### src/sv/bfps_pkg.sv
// Shared types, constants and arithmetic helpers for the fern point step unit.
// Used by every module of the block; depends on nothing.
package bfps_pkg;

   localparam int THRESH_W  = 16;
   localparam int POS_W     = 18;
   localparam int FRAC_BITS = 12;
   localparam int COEF_W    = 13;
   localparam int PROD_W    = POS_W + COEF_W;
   localparam int ACC_W     = 32;
   localparam int Q_W       = ACC_W - FRAC_BITS;
   localparam int PIX_W     = 10;
   localparam int POS_MAX   = 131071;
   localparam int POS_MIN   = -131072;

   localparam int REQ_DATA_W = 24;
   localparam int RSP_DATA_W = 24;
   localparam int RSP_USER_W = 2;
   localparam int CSR_ADDR_W = 4;
   localparam int CSR_DATA_W = 32;

   // Register indexes, taken from paddr[3:2].
   localparam logic [1:0] REG_THRESH_STEM       = 2'd0;
   localparam logic [1:0] REG_THRESH_LEFT_LEAF  = 2'd1;
   localparam logic [1:0] REG_THRESH_RIGHT_LEAF = 2'd2;

   localparam logic [THRESH_W-1:0] THRESH_STEM_RESET       = 16'd655;
   localparam logic [THRESH_W-1:0] THRESH_LEFT_LEAF_RESET  = 16'd3932;
   localparam logic [THRESH_W-1:0] THRESH_RIGHT_LEAF_RESET = 16'd9830;

   typedef enum logic [1:0] {
      MAP_STEM       = 2'd0,
      MAP_LEFT_LEAF  = 2'd1,
      MAP_RIGHT_LEAF = 2'd2,
      MAP_MAIN       = 2'd3
   } map_type;

   typedef struct packed {
      logic [THRESH_W-1:0] stem;
      logic [THRESH_W-1:0] left_leaf;
      logic [THRESH_W-1:0] right_leaf;
   } thresh_type;

   typedef struct packed {
      logic signed [POS_W-1:0] y;
      logic signed [POS_W-1:0] x;
   } pos_type;

   function automatic map_type pick_map(input logic [THRESH_W-1:0] rnd,
                                        input thresh_type th);
      map_type m;
      if (rnd <= th.stem) begin
         m = MAP_STEM;
      end else if (rnd <= th.left_leaf) begin
         m = MAP_LEFT_LEAF;
      end else if (rnd <= th.right_leaf) begin
         m = MAP_RIGHT_LEAF;
      end else begin
         m = MAP_MAIN;
      end
      return m;
   endfunction

   // Map coefficients in Q.12.
   function automatic logic signed [COEF_W-1:0] coef_xx(input map_type m);
      logic signed [COEF_W-1:0] c;
      case (m)
         MAP_STEM:       c = 13'sd0;
         MAP_LEFT_LEAF:  c = -13'sd614;
         MAP_RIGHT_LEAF: c = 13'sd819;
         default:        c = 13'sd3482;
      endcase
      return c;
   endfunction

   function automatic logic signed [COEF_W-1:0] coef_xy(input map_type m);
      logic signed [COEF_W-1:0] c;
      case (m)
         MAP_STEM:       c = 13'sd0;
         MAP_LEFT_LEAF:  c = 13'sd1147;
         MAP_RIGHT_LEAF: c = -13'sd1065;
         default:        c = 13'sd164;
      endcase
      return c;
   endfunction

   function automatic logic signed [COEF_W-1:0] coef_yx(input map_type m);
      logic signed [COEF_W-1:0] c;
      case (m)
         MAP_STEM:       c = 13'sd0;
         MAP_LEFT_LEAF:  c = 13'sd1065;
         MAP_RIGHT_LEAF: c = 13'sd942;
         default:        c = -13'sd164;
      endcase
      return c;
   endfunction

   function automatic logic signed [COEF_W-1:0] coef_yy(input map_type m);
      logic signed [COEF_W-1:0] c;
      case (m)
         MAP_STEM:       c = 13'sd655;
         MAP_LEFT_LEAF:  c = 13'sd983;
         MAP_RIGHT_LEAF: c = 13'sd901;
         default:        c = 13'sd3482;
      endcase
      return c;
   endfunction

   // Offset of the y map already scaled to Q.24.
   function automatic logic signed [ACC_W-1:0] offset_y(input map_type m);
      logic signed [ACC_W-1:0] c;
      case (m)
         MAP_STEM:       c = 32'sd0;
         MAP_LEFT_LEAF:  c = 32'sd7380992;
         MAP_RIGHT_LEAF: c = 32'sd26845184;
         default:        c = 32'sd26845184;
      endcase
      return c;
   endfunction

   // Round a Q.24 sum to Q.12 (half up, floor) and saturate to the point width.
   function automatic logic signed [POS_W-1:0] round_sat(input logic signed [ACC_W-1:0] v);
      logic signed [ACC_W-1:0] r;
      logic signed [Q_W-1:0]   q;
      logic signed [POS_W-1:0] s;
      r = v + ACC_W'(1 << (FRAC_BITS - 1));
      q = Q_W'(r >>> FRAC_BITS);
      if (q > Q_W'(POS_MAX)) begin
         s = POS_W'(POS_MAX);
      end else if (q < Q_W'(POS_MIN)) begin
         s = POS_W'(POS_MIN);
      end else begin
         s = q[POS_W-1:0];
      end
      return s;
   endfunction

endpackage

### src/sv/bfps_csr.sv
// Threshold register file behind the APB-style configuration port.
// Depends on bfps_pkg for the register indexes, reset values and threshold struct.
module bfps_csr (
   input  logic                             clock,
   input  logic                             reset,
   input  logic                             csr_psel,
   input  logic                             csr_penable,
   input  logic                             csr_pwrite,
   input  logic [bfps_pkg::CSR_ADDR_W-1:0]  csr_paddr,
   input  logic [bfps_pkg::CSR_DATA_W-1:0]  csr_pwdata,
   output logic [bfps_pkg::CSR_DATA_W-1:0]  csr_prdata,
   output logic                             csr_pready,
   output bfps_pkg::thresh_type             thresh
);

   bfps_pkg::thresh_type thresh_ff;
   bfps_pkg::thresh_type thresh_in;
   logic [1:0]           reg_index;
   logic                 wr_en;

   assign reg_index  = csr_paddr[3:2];
   assign wr_en      = csr_psel && csr_penable && csr_pwrite;
   assign csr_pready = 1'b1;
   assign thresh     = thresh_ff;

   always_comb begin
      thresh_in = thresh_ff;
      if (wr_en) begin
         unique case (reg_index)
            bfps_pkg::REG_THRESH_STEM:       thresh_in.stem       = csr_pwdata[15:0];
            bfps_pkg::REG_THRESH_LEFT_LEAF:  thresh_in.left_leaf  = csr_pwdata[15:0];
            bfps_pkg::REG_THRESH_RIGHT_LEAF: thresh_in.right_leaf = csr_pwdata[15:0];
            default:                         thresh_in = thresh_ff;
         endcase
      end
   end

   always_comb begin
      unique case (reg_index)
         bfps_pkg::REG_THRESH_STEM:       csr_prdata = 32'(thresh_ff.stem);
         bfps_pkg::REG_THRESH_LEFT_LEAF:  csr_prdata = 32'(thresh_ff.left_leaf);
         bfps_pkg::REG_THRESH_RIGHT_LEAF: csr_prdata = 32'(thresh_ff.right_leaf);
         default:                         csr_prdata = '0;
      endcase
   end

   always_ff @(posedge clock) begin
      if (reset) begin
         thresh_ff.stem       <= bfps_pkg::THRESH_STEM_RESET;
         thresh_ff.left_leaf  <= bfps_pkg::THRESH_LEFT_LEAF_RESET;
         thresh_ff.right_leaf <= bfps_pkg::THRESH_RIGHT_LEAF_RESET;
      end else begin
         thresh_ff <= thresh_in;
      end
   end

endmodule

### src/sv/bfps_affine.sv
// Affine map datapath: applies the selected map to the stored point and rounds.
// Depends on bfps_pkg for the coefficient tables and the round/saturate helper.
module bfps_affine (
   input  bfps_pkg::pos_type pos_old,
   input  logic              restart,
   input  bfps_pkg::map_type map_sel,
   output bfps_pkg::pos_type pos_new
);

   logic signed [bfps_pkg::POS_W-1:0]  ox;
   logic signed [bfps_pkg::POS_W-1:0]  oy;
   logic signed [bfps_pkg::PROD_W-1:0] p_xx;
   logic signed [bfps_pkg::PROD_W-1:0] p_xy;
   logic signed [bfps_pkg::PROD_W-1:0] p_yx;
   logic signed [bfps_pkg::PROD_W-1:0] p_yy;
   logic signed [bfps_pkg::ACC_W-1:0]  sum_x;
   logic signed [bfps_pkg::ACC_W-1:0]  sum_y;

   // A restart step runs the map from the origin.
   assign ox = restart ? '0 : pos_old.x;
   assign oy = restart ? '0 : pos_old.y;

   assign p_xx = bfps_pkg::PROD_W'(ox) * bfps_pkg::PROD_W'(bfps_pkg::coef_xx(map_sel));
   assign p_xy = bfps_pkg::PROD_W'(oy) * bfps_pkg::PROD_W'(bfps_pkg::coef_xy(map_sel));
   assign p_yx = bfps_pkg::PROD_W'(ox) * bfps_pkg::PROD_W'(bfps_pkg::coef_yx(map_sel));
   assign p_yy = bfps_pkg::PROD_W'(oy) * bfps_pkg::PROD_W'(bfps_pkg::coef_yy(map_sel));

   assign sum_x = bfps_pkg::ACC_W'(p_xx) + bfps_pkg::ACC_W'(p_xy);
   assign sum_y = bfps_pkg::ACC_W'(p_yx) + bfps_pkg::ACC_W'(p_yy)
                + bfps_pkg::offset_y(map_sel);

   assign pos_new.x = bfps_pkg::round_sat(sum_x);
   assign pos_new.y = bfps_pkg::round_sat(sum_y);

endmodule

### src/sv/bfps_pixel.sv
// Screen mapping: scales a Q6.12 point to pixel column and row with clamping.
// Depends on bfps_pkg for the point type and widths.
module bfps_pixel #(
   parameter int SCREEN_BITS = 10
) (
   input  bfps_pkg::pos_type               pos,
   output logic [bfps_pkg::PIX_W-1:0]      pix_x,
   output logic [bfps_pkg::PIX_W-1:0]      pix_y
);

   localparam int NUM_W  = 26;
   localparam int QUOT_W = NUM_W - bfps_pkg::FRAC_BITS;
   localparam int PIX_SCALE = 70;
   // (x + 3) * 70 + 300 and 750 - y * 70, with the constant parts in Q.12.
   localparam int X_BIAS = (3 * PIX_SCALE + 300) << bfps_pkg::FRAC_BITS;
   localparam int Y_BIAS = 750 << bfps_pkg::FRAC_BITS;
   localparam logic [QUOT_W-1:0] PIX_TOP = QUOT_W'((1 << SCREEN_BITS) - 1);

   logic signed [NUM_W-1:0] num_x;
   logic signed [NUM_W-1:0] num_y;

   // Negative values truncate to zero or below, so they clamp to zero.
   function automatic logic [bfps_pkg::PIX_W-1:0] to_pix(input logic signed [NUM_W-1:0] num);
      logic [QUOT_W-1:0] q;
      if (num[NUM_W-1]) begin
         q = '0;
      end else if (num[NUM_W-1:bfps_pkg::FRAC_BITS] > PIX_TOP) begin
         q = PIX_TOP;
      end else begin
         q = num[NUM_W-1:bfps_pkg::FRAC_BITS];
      end
      return q[bfps_pkg::PIX_W-1:0];
   endfunction

   assign num_x = NUM_W'(pos.x) * NUM_W'(PIX_SCALE) + NUM_W'(X_BIAS);
   assign num_y = NUM_W'(Y_BIAS) - NUM_W'(pos.y) * NUM_W'(PIX_SCALE);

   assign pix_x = to_pix(num_x);
   assign pix_y = to_pix(num_y);

endmodule

### src/sv/barnsley_fern_point_step_unit.sv
// Top level of the fern point step unit: three-stage pipeline around the
// threshold registers, the affine map datapath and the screen mapping.
// Depends on bfps_pkg, bfps_csr, bfps_affine and bfps_pixel.
//
// Usage:
//   req channel: one beat per chaos-game step. tdata[15:0] is the random value,
//   tdata[16] a restart flag that moves the point back to the origin first.
//   rsp channel: one beat per step. tdata[9:0] is the pixel column, tdata[19:10]
//   the pixel row, tuser[1:0] the map that was applied.
//   csr port: three 16-bit thresholds at byte addresses 0, 4 and 8; write them
//   only while no step is in flight.
// Flow: the map is chosen as the beat is registered in the first stage, the
// point register is updated as the step enters the second stage and the pixel
// of that point lands in the output register as the step leaves it.
// One beat per cycle is sustained while the receiver takes responses; the only
// loop is the point register feeding the affine map back to itself.
// Reset clears the point to the origin, the thresholds to their defaults and
// empties every stage. A stalled receiver holds the output beat; the stages
// behind it keep filling, and req_tready drops once all three hold a beat.
module barnsley_fern_point_step_unit #(
   parameter int SCREEN_BITS = 10
) (
   input  logic                               clock,
   input  logic                               reset,
   input  logic                               req_tvalid,
   output logic                               req_tready,
   input  logic [bfps_pkg::REQ_DATA_W-1:0]    req_tdata,   // rnd[15:0], restart[16], zero
   output logic                               rsp_tvalid,
   input  logic                               rsp_tready,
   output logic [bfps_pkg::RSP_DATA_W-1:0]    rsp_tdata,   // pix_x[9:0], pix_y[19:10], zero
   output logic [bfps_pkg::RSP_USER_W-1:0]    rsp_tuser,   // map_used[1:0]
   input  logic                               csr_psel,
   input  logic                               csr_penable,
   input  logic                               csr_pwrite,
   input  logic [bfps_pkg::CSR_ADDR_W-1:0]    csr_paddr,
   input  logic [bfps_pkg::CSR_DATA_W-1:0]    csr_pwdata,
   output logic [bfps_pkg::CSR_DATA_W-1:0]    csr_prdata,
   output logic                               csr_pready
);

   bfps_pkg::thresh_type thresh;

   logic                 s1_valid_ff;
   logic                 s1_valid_in;
   bfps_pkg::map_type    s1_map_ff;
   logic                 s1_restart_ff;

   logic                 s2_valid_ff;
   logic                 s2_valid_in;
   bfps_pkg::map_type    s2_map_ff;
   bfps_pkg::pos_type    pos_ff;
   bfps_pkg::pos_type    pos_in;

   logic                 out_valid_ff;
   logic                 out_valid_in;
   bfps_pkg::map_type    out_map_ff;
   logic [bfps_pkg::PIX_W-1:0] pix_x_ff;
   logic [bfps_pkg::PIX_W-1:0] pix_y_ff;
   logic [bfps_pkg::PIX_W-1:0] pix_x_in;
   logic [bfps_pkg::PIX_W-1:0] pix_y_in;

   logic                 req_accept;
   logic                 out_load;
   logic                 s2_load;

   bfps_csr u_csr (
      .clock       (clock),
      .reset       (reset),
      .csr_psel    (csr_psel),
      .csr_penable (csr_penable),
      .csr_pwrite  (csr_pwrite),
      .csr_paddr   (csr_paddr),
      .csr_pwdata  (csr_pwdata),
      .csr_prdata  (csr_prdata),
      .csr_pready  (csr_pready),
      .thresh      (thresh)
   );

   bfps_affine u_affine (
      .pos_old (pos_ff),
      .restart (s1_restart_ff),
      .map_sel (s1_map_ff),
      .pos_new (pos_in)
   );

   bfps_pixel #(
      .SCREEN_BITS (SCREEN_BITS)
   ) u_pixel (
      .pos   (pos_ff),
      .pix_x (pix_x_in),
      .pix_y (pix_y_in)
   );

   // Each stage loads when it is empty or its beat moves on in the same cycle.
   assign out_load   = s2_valid_ff && (!out_valid_ff || rsp_tready);
   assign s2_load    = s1_valid_ff && (!s2_valid_ff || out_load);
   assign req_tready = !s1_valid_ff || s2_load;
   assign req_accept = req_tvalid && req_tready;

   assign s1_valid_in  = req_accept || (s1_valid_ff && !s2_load);
   assign s2_valid_in  = s2_load || (s2_valid_ff && !out_load);
   assign out_valid_in = out_load || (out_valid_ff && !rsp_tready);

   assign rsp_tvalid = out_valid_ff;
   assign rsp_tdata  = {4'b0000, pix_y_ff, pix_x_ff};
   assign rsp_tuser  = out_map_ff;

   // The point register doubles as the second stage's payload and as the state.
   always_ff @(posedge clock) begin
      if (reset) begin
         s1_valid_ff  <= 1'b0;
         s2_valid_ff  <= 1'b0;
         out_valid_ff <= 1'b0;
         pos_ff       <= '0;
      end else begin
         s1_valid_ff  <= s1_valid_in;
         s2_valid_ff  <= s2_valid_in;
         out_valid_ff <= out_valid_in;
         if (s2_load) begin
            pos_ff <= pos_in;
         end
      end
   end

   always_ff @(posedge clock) begin
      if (req_accept) begin
         s1_map_ff     <= bfps_pkg::pick_map(req_tdata[15:0], thresh);
         s1_restart_ff <= req_tdata[16];
      end
      if (s2_load) begin
         s2_map_ff <= s1_map_ff;
      end
      if (out_load) begin
         out_map_ff <= s2_map_ff;
         pix_x_ff   <= pix_x_in;
         pix_y_ff   <= pix_y_in;
      end
   end

   // The point only moves when a step enters the second stage.
   a_pos_holds: assert property (@(posedge clock) disable iff (reset)
      !s2_load |=> $stable(pos_ff))
      else $error("point register changed without a step");

   // The stem map always collapses x to zero.
   a_stem_zero_x: assert property (@(posedge clock) disable iff (reset)
      s2_load && (s1_map_ff == bfps_pkg::MAP_STEM) |=> pos_ff.x == '0)
      else $error("stem map left a nonzero x");

   // Input back-pressure only when every stage holds a beat.
   a_ready_full: assert property (@(posedge clock) disable iff (reset)
      !req_tready |-> s1_valid_ff && s2_valid_ff && out_valid_ff && !rsp_tready)
      else $error("request stalled with room in the pipeline");

   // A stalled response keeps its beat.
   a_rsp_hold: assert property (@(posedge clock) disable iff (reset)
      rsp_tvalid && !rsp_tready |=> rsp_tvalid && $stable(rsp_tdata) && $stable(rsp_tuser))
      else $error("response beat changed while stalled");

endmodule
### config.mk
export PLATFORM = sky130hd
export DESIGN_NAME = barnsley_fern_point_step_unit
export DESIGN_NICKNAME = d
export VERILOG_FILES = /design/src/sv/bfps_pkg.sv /design/src/sv/bfps_csr.sv /design/src/sv/bfps_affine.sv /design/src/sv/bfps_pixel.sv /design/src/sv/barnsley_fern_point_step_unit.sv
export SDC_FILE = /design/constraint.sdc
export NUM_CORES = 2
export LEC_CHECK = 0
export ABC_AREA = 1
export BUFFER_PORTS_ARGS = -buffer_cell sky130_fd_sc_hd__buf_2
export CORE_MARGIN = 4
export CORE_UTILIZATION = 30
export CTS_CLUSTER_DIAMETER = 80
export CTS_CLUSTER_SIZE = 12
export DETAILED_ROUTE_END_ITERATION = 12
export GPL_ROUTABILITY_DRIVEN = 0
export PLACE_DENSITY = 0.41
export SYNTH_ARGS = -nofsm -noshare
export SYNTH_HDL_FRONTEND = slang
export SYNTH_SLANG_ARGS = --single-unit
### constraint.sdc
create_clock -name clock -period 8.9 [get_ports clock]
set_clock_uncertainty 0.05 [all_clocks]
set_input_delay 1.335 -clock clock [delete_from_list [all_inputs] [get_ports clock]]
set_output_delay 1.335 -clock clock [all_outputs]
set_load 0.02 [all_outputs]
==> results.toml <==
[logic_synthesis]
synth.distinct_cells = 60
yosysSeqAreaShare_pct = 5.98
ys_warn_count = 0
synth-seq-cells = 114
yosys.area.top_type_share_pct = 43.9
synth_area_leaders = "fa_1 44%, inv_1 14%, ha_1 14%"
netlist_instances = 5065
syn_area_per_cell_um2 = 8.43
syn_area_um2 = 42700
yosysTopAreaCell = "fa_1"

[global_route]
grt_pass1_vias = 33300
antenna_found_initial = 1
grt_usage_pct = 19.6
met3_usage_pct = 1.76
grt_use_met1_pct = 28.8
overflow = 0
grt_pass1_wl_um = 215000
busiest_layer = "met2"
grt_max_degree = 66
grtUsageMet2_pct = 32.3

[sta]
rsz0062_at_grt = "false"
relSlewSlack_pct = 27.5
fin_crit_ns = 8.61
hold_viol_final = 0
fin_setup_tns_ns = 0
finalCritPeriodShare_pct = 96.8
final_max_slew_viol_count = 0
max_slew.worst_pin.slew_ns = 1.09
setup_viol_count_final = 0
max_freq_mhz = 116

[setup_path]
r2r_setup_slack_ns = 0.29
end_kind = "flop"
cp.required_ns = 9.29
crit_path_max_incr_delay_ns = 0.60
reg2regPathDepth = 32
crit_fanout = 19
arrival_ns = 9.01
r2r_start = "s1_map_ff[1]"
setup.worst_path.start_class = "flop"
crit_type = "flop to flop"
crit_path_top_delay_cell = "fa_1"
worstReg2RegEnd = "pos_ff[32]"

[detailed_routing]
initialDrtViolationCount = 1975
totalWireLength_um = 141000
vias_per_cell = 4.42
num_vias = 31700
avgRoutedWirePerCell_um = 19.6
dr.pass1.iters = 6
ant_nets = 0
route.detailed.drc = 0

[floorplan]
core_area_um2 = 141000
start_util_pct = 30.2
fp.dieW_um = 385
io_pins = 128
rows = 138
die_h_um = 385
dieArea_um2 = 148000

[clock_tree]
clockBufferDepth = 2
cts.reportedPaths.clkPinSlew_ns = 0.07
numCtsBuffers = 17
clock-root-buffer = "clkbuf_16"
clk_latency_ns = 0.50
cts.sinks = 114
cts_tree = "done"
htree_levels = 4

[layout]
fin_nets = 6750
drive_gt1_share_pct = 6.96
regArea_um2 = 2550
multiInputGateArea_um2 = 33600
n_antenna_cell = 0
area_growth_pct = 10.1
fillers = 15200

[run_status]
status = "finished clean"

[min_path]
hp-class = "flop to flop"
whs_path_depth = 0
min_to = "rsp_tuser[1]"
hold_path_startpoint = "s2_map_ff[1]"

[placed_design]
io_buffers = 81
hpwl_um = 127000

[run]
cap_violations = 0
==> registers in the layout, indices dropped and copies added (netlist names) <==
signal / flops
u_csr.thresh: 48
rsp_tvalid: 1
pos_ff: 36
s2_valid_ff: 1
pix_x_ff: 10
s1_restart_ff: 1
s1_map_ff: 2
pix_y_ff: 10
s2_map_ff: 2
rsp_tuser: 2
s1_valid_ff: 1
==> placed cells by master, fill, tap and decap left out, types with 6 or more instances in the layout <==
| master | n |
|---|---|
| a21o_1 | 8 |
| nand3_2 | 6 |
| dfxtp_1 | 87 |
| nor2_1 | 386 |
| o21bai_1 | 15 |
| inv_2 | 7 |
| o21ai_0 | 136 |
| a21oi_1 | 170 |
| a21oi_2 | 24 |
| nand4_1 | 46 |
| a211oi_1 | 7 |
| xor2_1 | 63 |
| or2_2 | 7 |
| inv_1 | 1641 |
| fa_1 | 936 |
| buf_4 | 156 |
| nand3b_1 | 8 |
| edfxtp_1 | 27 |
| xnor2_1 | 33 |
| clkbuf_16 | 20 |
| buf_2 | 81 |
| o21a_1 | 11 |
| nor3_1 | 13 |
| ha_1 | 484 |
| nand2_2 | 21 |
| conb_1 | 22 |
| nand3_1 | 74 |
| o211ai_1 | 24 |
| buf_12 | 6 |
| nand2_1 | 660 |
| o221ai_1 | 18 |
| a31oi_1 | 10 |
==> metal layers <==
layer	vias up	wire length [um]	share of wire, %
li1	15200	-	-
met1	15900	67900	48
met2	580	66400	47
met3	45	5270	3.7
met4	0	1140	0.81
met5	-	0	0
==> through the flow <==
| step | area, um^2 | hold WS [ns] | util, % | cells | setup slack, ns |
|---|---|---|---|---|---|
| finish | 47000 | 0.372 | 33.3 | 7164 | 0.286 |
| detailed placement | 46400 | 0.358 | 32.8 | 7132 | 0.394 |
| CTS | 47000 | 0.374 | 33.3 | 7164 | 0.370 |
| global placement | 46400 | 0.354 | 32.8 | 7132 | 0.380 |
| floorplan | 42800 | 0.350 | - | 5085 | 0.977 |
| global route | 47000 | 0.391 | 33.3 | 7164 | 0.00179 |
==> synth_stat cells, drive strengths merged <==
| cell type | number |
|---|---|
| o21bai | 16 |
| inv | 1652 |
| xnor2 | 33 |
| o2111ai | 1 |
| edfxtp | 27 |
| a31oi | 10 |
| o211ai | 24 |
| a211oi | 7 |
| or2 | 8 |
| nand2 | 685 |
| nand3b | 8 |
| o31ai | 1 |
| clkbuf | 44 |
| o21a | 11 |
| a2111oi | 1 |
| a21oi | 196 |
| xor2 | 64 |
| o221ai | 18 |
| o21ai | 145 |
| nor4 | 3 |
| nand3 | 80 |
| ha | 485 |
| conb | 2 |
| and2 | 3 |
| a21boi | 2 |
| or4 | 1 |
| nand4 | 47 |
| nor2 | 393 |
| o41ai | 1 |
| a21o | 8 |
| nor3 | 14 |
| and3 | 1 |
| buf | 42 |
| fa | 937 |
| clkinv | 4 |
| a221oi | 3 |
| dfxtp | 87 |
| o221a | 1 |
==> area by class of cell <==
class / count / area share, %
multi-input cells: 3229 / 71.4
inverters: 1656 / 13.3
flip-flops and latches: 114 / 5.43
well taps: 1890 / 5.03
repair buffers: 243 / 3.61
clock buffers: 21 / 1.09
clock inverters: 11 / 0.221
==> worst max-delay path by stage <==
stage | from | endpoint | slack, ns | cells after the start
after global routing | s1_map_ff[1] | pos_ff[32] | 0.002 | 32
after floorplan | s1_map_ff[1] | pos_ff[10] | 0.98 | 30
after CTS | s1_map_ff[0] | pos_ff[32] | 0.37 | 31
after global placement | s1_map_ff[1] | pos_ff[34] | 0.38 | 32
after detailed placement | s1_map_ff[1] | pos_ff[32] | 0.39 | 32
final | s1_map_ff[1] | pos_ff[32] | 0.29 | 32
==> kinds of logic after synthesis <==
| logic type | Yosys count | share of synthesized area (%) |
|---|---|---|
| other | 2 | 0.0176 |
| XOR/XNOR | 97 | 2.01 |
| adder cells (fa/ha/maj) | 1422 | 58.1 |
| buffers and inverters | 1742 | 15.7 |
| flip-flops | 114 | 5.98 |
| AND/OR/NAND/NOR | 1243 | 12.0 |
| AO/OA/AOI/OAI | 445 | 6.16 |
==> worst max-delay path: cells and delay by family, from the launching register on <==
family	cells	cell delay, ns
buffers and inverters	12	1.70
adders and majority gates	9	4.20
xor gates and xnor gates	1	0.24
DFF	1	0.56
and+or+nand+nor	7	1.36
AOI/OAI and AO/OA	3	0.40
==> repair_timing <==
| action | CTS | global route |
|---|---|---|
| setup endpoints to repair | 0 | 17 |
| hold endpoints to repair | 0 | 0 |
| hold buffers | 0 | 0 |
| buffers inserted | 0 | 0 |
| resized for setup | 0 | 3 |
Power is not shown: default switching activity piles up to over one toggle a cycle in this logic, so the estimate is an artifact.
